File: src/ffba_pkg.sv
`timescale 1ns / 1ps

package ffba_pkg;

    localparam int HEAP_BYTES   = 1048576;
    localparam int HEADER_BYTES = 32;
    localparam int ALIGN_BYTES  = 8;
    localparam int MAX_BLOCKS   = 64;

    localparam int DATA_W = 20;
    localparam int WANT_W = DATA_W + 1;
    localparam int NEED_W = DATA_W + 2;
    localparam int CFG_W  = 11;
    localparam int IDX_W  = $clog2(MAX_BLOCKS);
    localparam int CNT_W  = $clog2(MAX_BLOCKS + 1);

    localparam logic [CFG_W-1:0] MIN_SPLIT_RESET = CFG_W'(16);

    typedef enum logic [1:0] {
        OP_ALLOC   = 2'd0,
        OP_RELEASE = 2'd1,
        OP_RESIZE  = 2'd2,
        OP_NONE    = 2'd3
    } t_op;

    typedef enum logic [2:0] {
        ST_OK       = 3'd0,
        ST_NOSPACE  = 3'd1,
        ST_OUTSIDE  = 3'd2,
        ST_NOTBLOCK = 3'd3,
        ST_DOUBLE   = 3'd4,
        ST_NULL     = 3'd5
    } t_status;

    typedef enum logic [1:0] {
        SH_NONE = 2'd0,
        SH_INS  = 2'd1,
        SH_REM  = 2'd2
    } t_shift;

    typedef enum logic [2:0] {
        CTX_ALLOC  = 3'd0,
        CTX_REL    = 3'd1,
        CTX_RSZREL = 3'd2,
        CTX_RSZ    = 3'd3,
        CTX_RELOC  = 3'd4
    } t_ctx;

    typedef enum logic [4:0] {
        S_IDLE, S_LCHK, S_LSCAN, S_LPICK, S_LWAIT, S_LEVAL,
        S_RLWAIT1, S_RL2, S_RLWAIT2, S_RL3,
        S_RSWAIT1, S_RS2, S_RSWAIT2, S_RS3,
        S_RGWAIT, S_RG2, S_RG3,
        S_ASCAN, S_APICK, S_AWAIT, S_ASPLIT,
        S_DONE
    } t_state;

    typedef struct packed {
        logic [DATA_W-1:0] start;
        logic [DATA_W-1:0] size;
        logic              free;
    } t_entry;

    typedef struct packed {
        t_shift            mode;
        logic [IDX_W-1:0]  pos;
        logic [DATA_W-1:0] ins_start;
        logic [DATA_W-1:0] ins_size;
        logic              wr_en;
        logic [IDX_W-1:0]  wr_pos;
        logic [DATA_W-1:0] wr_size;
        logic              wr_free;
    } t_cmd;

    typedef struct packed {
        logic              fit;
        logic [WANT_W-1:0] want;
        logic [DATA_W-1:0] addr;
        logic [CNT_W-1:0]  count;
    } t_key;

    function automatic logic [WANT_W-1:0] round_up(input logic [DATA_W-1:0] n);
        logic [WANT_W-1:0] tmp;
        tmp = {1'b0, n} + WANT_W'(ALIGN_BYTES - 1);
        return WANT_W'((tmp / ALIGN_BYTES) * ALIGN_BYTES);
    endfunction

endpackage

File: src/ffba_cell.sv
`timescale 1ns / 1ps

module ffba_cell import ffba_pkg::*; (
    input  logic             i_clk,
    input  logic             i_rst_n,
    input  logic [IDX_W-1:0] i_idx,
    input  t_entry           i_left,
    input  t_entry           i_right,
    input  t_cmd             i_cmd,
    input  t_key             i_key,
    output t_entry           o_entry,
    output logic             o_hit
);

    t_entry r_e, n_e;
    logic   r_hit, n_hit;

    always_comb begin
        n_e = r_e;
        unique case (i_cmd.mode)
            SH_INS: begin
                if (i_idx > i_cmd.pos) begin
                    n_e = i_left;
                end else if (i_idx == i_cmd.pos) begin
                    n_e.start = i_cmd.ins_start;
                    n_e.size  = i_cmd.ins_size;
                    n_e.free  = 1'b1;
                end
            end
            SH_REM: begin
                if (i_idx >= i_cmd.pos) begin
                    n_e = i_right;
                end
            end
            default: begin
            end
        endcase
        if (i_cmd.wr_en && (i_idx == i_cmd.wr_pos)) begin
            n_e.size = i_cmd.wr_size;
            n_e.free = i_cmd.wr_free;
        end
    end

    always_comb begin
        n_hit = 1'b0;
        if ({1'b0, i_idx} < i_key.count) begin
            if (i_key.fit) begin
                n_hit = r_e.free && ({1'b0, r_e.size} >= i_key.want);
            end else begin
                n_hit = (({1'b0, r_e.start} + WANT_W'(HEADER_BYTES)) == {1'b0, i_key.addr});
            end
        end
    end

    always_ff @(posedge i_clk) begin
        if (!i_rst_n) begin
            r_e.start <= '0;
            r_e.size  <= DATA_W'(HEAP_BYTES - HEADER_BYTES);
            r_e.free  <= 1'b1;
            r_hit     <= 1'b0;
        end else begin
            r_e   <= n_e;
            r_hit <= n_hit;
        end
    end

    assign o_entry = r_e;
    assign o_hit   = r_hit;

endmodule

File: config.mk
export PLATFORM = sky130hd
export DESIGN_NAME = ffba_cell
export DESIGN_NICKNAME = d
export VERILOG_FILES = /design/src/ffba_pkg.sv /design/src/ffba_cell.sv
export SDC_FILE = /design/constraint.sdc
export NUM_CORES = 1
export LEC_CHECK = 0
export BUFFER_PORTS_ARGS = -buffer_cell sky130_fd_sc_hd__buf_2
export CORE_MARGIN = 3
export CORE_UTILIZATION = 33
export DETAILED_ROUTE_END_ITERATION = 8
export GPL_TIMING_DRIVEN = 0
export PLACE_DENSITY = 0.7
export SLEW_MARGIN = 5
export SYNTH_ARGS = -nofsm -noshare
export SYNTH_HDL_FRONTEND = slang
export SYNTH_SLANG_ARGS = --single-unit
File: constraint.sdc
create_clock -name i_clk -period 2.37 [get_ports i_clk]
set_clock_uncertainty 0.2 [all_clocks]
set_input_delay 0.1185 -clock i_clk [delete_from_list [all_inputs] [get_ports i_clk]]
set_output_delay 0.1185 -clock i_clk [all_outputs]
set_load 0.05 [all_outputs]
# Word level (Yosys, flattened, before mapping)
# Index checks and enable logic that the tools add are counted.
totals:
  ff_bits: 42
  in_bits: 215
  output_inout_bits: 42
  word_cells: 31
classes:
  n_addsub: 1
  magnitude_cmp: 4
  n_eq_ne: 9
  mux: 6
  n_reduce_logical: 7
ops:
  columns: ["operator", "count"]
  rows:
  - ["$mux W41", 3]
  - ["$pmux W41 S2", 1]
  - ["$add A20 B6 Y21 const B", 1]
  - ["$eq A21 B20 Y1", 1]
  - ["$ge A20 B21 Y1", 1]
  - ["$mux W21", 1]
  - ["$eq A6 B6 Y1", 2]
  - ["$lt A6 B7 Y1", 1]
  - ["$ge A6 B6 Y1", 1]
  - ["$gt A6 B6 Y1", 1]
  - ["$ne A3 B3 Y1 const B", 2]
  - ["$reduce_and A3 Y1", 2]
  - ["$ne A4 B4 Y1 const B", 1]
  - ["$reduce_bool A3 Y1", 1]
  - ["$eq A2 B1 Y1 const B", 1]
  - ["$eq A2 B2 Y1 const B", 1]
  - ["$logic_and A1 B1 Y1", 2]
  - ["$ne A2 B2 Y1 const B", 1]
  - ["$reduce_and A2 Y1", 1]
  - ["$reduce_bool A2 Y1", 1]
  - ["$mux W1", 1]

# Depth between registers and ports, before layout
depth:
  depth_word: 5
  depth_mapped: 11
  ltp_nobuf: 9

# Least setup slack after synthesis
# No wires, ideal clock.
synth_timing:
  kind: "register -> register"
  start: "register r_e, in the netlist o_entry[26]"
  end: "register r_hit, in the netlist o_hit"
  setup_ps: 59
  arrival_time_ps: 2246
  required_ps: 2111
  slack_ps: -135
  path_stages_with_launch: 9
  path_buffers: 0
  period_less_slack_ps: 2505
  path_cell_list: "dfxtp_1 -> ha_1 -> nand3_4 -> o21a_1 -> or3_1 -> a21oi_1 -> a41oi_1 -> a2111oi_2 -> a31o_1"
synth_via:
  elab_chain_cells: 3
synth_rtl:
  columns: ["item", "line_no", "source"]
  rows:
  - ["from (decl)", "ffba_cell.sv:15", "t_entry r_e, n_e;"]
  - ["from (signal assigned)", "ffba_cell.sv:62", "r_e <= n_e;"]
  - ["$add A20 B6 Y21", "ffba_cell.sv:50", "n_hit = (({1'b0, r_e.start} + WANT_W'(HEADER_BYTES)) == {1'b0, i_key.addr});"]
  - ["$eq A21 B20 Y1", "ffba_cell.sv:50", null]
  - ["$mux W1", "ffba_cell.sv:47", "if (i_key.fit) begin"]
  - ["to (signal assigned)", "ffba_cell.sv:63", "r_hit <= n_hit;"]
  - ["to (decl)", "ffba_cell.sv:16", "logic r_hit, n_hit;"]
# No other way between the ends.
# A chain may end at the register's enable or synchronous reset.

# Final worst setup path
layout_timing:
  start: "register r_e, in the netlist o_entry[1]"
  end: "register r_hit, in the netlist o_hit"
layout_via:
  elab_chain_cells: 3
layout_rtl:
  columns: ["item", "line_no", "source"]
  rows:
  - ["$ge A20 B21 Y1", "ffba_cell.sv:48", "n_hit = r_e.free && ({1'b0, r_e.size} >= i_key.want);"]
  - ["$logic_and A1 B1 Y1", "ffba_cell.sv:48", null]
  - ["$mux W1", "ffba_cell.sv:47", null]
# No other way between the ends.

==> impl_metrics.yaml <==
global_route:
  grt_overflow_total: 0
  grt_util_all_layers_pct: 21.7
  antenna_found_initial: 0
  grt_pass1_wl_um: 22500
  grt_pass1_vias: 4715
  grt_max_degree: 16
timing:
  setup_viol: 0
  period_minus_slack_ns: 2.26
  rsz0062_at_grt: "yes"
  max_slew_margin_pct: 57.7
  finalCritPeriodShare_pct: 95.4
  final_hold_viol_count: 0
  tightestPinTransition_ns: 0.629
  slew_violations: 0
  finalSetupTns_ns: 0
  fmax_ghz: 0.442
final_layout:
  mostFrequentLayoutCells: "buf_2, nand2_1, o21ai_0"
  design_area_sq_um: 5810
  drive_gt1_share_pct: 35.2
  final_common_cell: "buf_2"
  syn_to_final_growth_pct: 55.3
  antennaDiodeCount: 0
  nets: 1055
  final_core_util_pct: 52.9
pwr:
  peakVddDrop_mv: 0.362
  finalPower_uw: 2700
  power_density_nw_per_um2: 464
  p_leak_uw: 0.00297
logic_synthesis:
  ys_seq_area_share_pct: 22.5
  ys_ff_latch: 42
  synth_top_cell_area_share_pct: 22.5
  yosysWarnings: 0
  syn-cell-area_sq_um: 3740
  avgSynthCellArea_sq_um: 7.43
  syn_inst: 504
  yosysTopAreaCell: "dfxtp_1"
  yosysUniqueCellTypes: 39
  async_reset_ff_share_pct: 0
  synth_edf_count: 0
  synthTopCellsByArea: "dfxtp_1, ha_1, mux2i_1"
  synth-main-ff-cell: "dfxtp_1"
  syn-num-nets: 751
critical_path:
  cp_max_fo: 2
  cp.arrival_ns: 2.25
  reg2reg_from: "o_entry[1]"
  reg2reg_setup_slack_ns: 0.11
  critical_path_required_ns: 2.36
  crit_start: "o_entry[1]"
  path_cells: "inv_1 -> ha_1 -> nand2b_4 -> a2111oi_4 -> or4_4 -> a21oi_2 -> o31ai_2 -> a211oi_2 -> a31o_1"
  crit_family: "compound AO/OA/AOI/OAI gates"
  path_buf_inv: 1
  crit_path_end_kind: "flip-flop"
  crit_path_start_kind: "flip-flop"
  path_class: "flip-flop to flip-flop"
  critPathMaxStageDelay_ns: 0.32
  critical_path.slowest_cell: "dfxtp_2"
route:
  viasPerCell: 4.94
  drt_iter0_markers: 254
  dr.pass1.iters: 4
  wl_per_cell_um: 15.0
  vias: 4684
  drt-total-wl_um: 14200
  drc: 0
  antenna_left: 0
die:
  fp.dieW_um: 112
  initial_core_util_pct: 34.1
  pin_count: 257
  die_y_um: 112
  dieArea_sq_um: 12700
  core_region_area_sq_um: 11000
  row_count: 38
worst_hold_path:
  holdCritPathClass: "input port to flip-flop"
  min_from: "i_cmd[57]"
cts:
  insertion_delay_ns: 0.29
  numCtsBuffers: 5
  cts.path.max_buffers: 2
  clk_pin_slew_worst_paths_ns: 0.07
  clock-sinks: 42
  cts_tree: "done"
  clock-root-buffer: "clkbuf_16"
  htree_levels: 2
placed_design:
  place_congestion: 0.860
  placed_area_sq_um: 5200
  dp_hpwl_um: 11700
  port_buffers: 256
flow_run:
  max_cap_violations: 0
outcome:
  outcome: "finished clean"
-- area by class of cell --
type	instances	area, sq um
plain buffers	28	124
clock buffers	5	125
clock inverters	3	25.0
fillers	1097	5170
inverters	36	135
multi-input cells	398	2690
flip-flops and latches	42	845
well taps	140	175
repair buffers	297	1690
-- Yosys cell counts (5+ instances only) --
master / n
nand2_1: 70
o21ai_0: 51
dfxtp_1: 42
mux2i_1: 40
inv_1: 36
nor2_1: 35
ha_1: 32
nand4_1: 23
nand3_1: 22
clkbuf_1: 19
xor2_1: 19
a21oi_1: 17
a211o_1: 15
a211oi_1: 10
xnor2_1: 10
nand2b_1: 7
o21a_1: 6
nor4_1: 5
-- state kept, by name, summed over array words and instances, names as in the netlist --
name / flops
o_hit: 1
o_entry: 41
-- final timing paths --
kind | endpoint | cells after the start
worst max-delay path | o_hit | 9
worst min-delay path | o_entry[30] | 5
worst max register to register | o_hit | 9
worst min register to register | o_entry[27] | 2
-- timing repair --
action	4_1_cts	5_1_grt
gates cloned	0	0
gates resized for setup	3	6
hold buffers	41	0
pin swaps	0	3
endpoints found under the hold margin	40	0
setup endpoints to repair	1	2
buffers inserted	0	0
-- metrics by stage --
step / setup WS [ns] / cells / hold WS (ns)
floorplan: 0.0324 / 504 / 0.0359
global placement: -0.120 / 900 / 0.139
detailed placement: -0.110 / 900 / 0.142
CTS: 0.0184 / 949 / 0.0301
global route: -0.00526 / 949 / 0.0724
finish: 0.109 / 949 / 0.0219
-- metal layers --
| layer | part of all wire [%] | wire length [um] | GRT usage [%] |
|---|---|---|---|
| met5 | 0 | 0 | 0 |
| met1 | 39 | 5620 | 25.0 |
| met3 | 7.2 | 1030 | 3.45 |
| met4 | 2.8 | 395 | 7.77 |
| met2 | 51 | 7200 | 40.2 |
-- cell families after synthesis --
| logic type | count (synthesis) | share of synthesized area, % |
|---|---|---|
| and+or+nand+nor | 181 | 22.9 |
| AOI/OAI and AO/OA | 116 | 19.5 |
| buffers and inverters | 64 | 6.92 |
| DFF | 42 | 22.5 |
| muxes | 40 | 10.7 |
| adders and majority gates | 32 | 10.7 |
| xor gates and xnor gates | 29 | 6.79 |
-- report_power, final --
group	switching, uW	internal, uW
Clock	307	396
Sequential	76.1	770
Combinational	657	492
-- worst min-delay path, cell delays in order --
cell     delay [ns]
buf_2          0.07
mux2i_1        0.05
nand2_1        0.05
o21ai_0        0.06
o21ai_0        0.12
(Power assumes the default switching activity.)
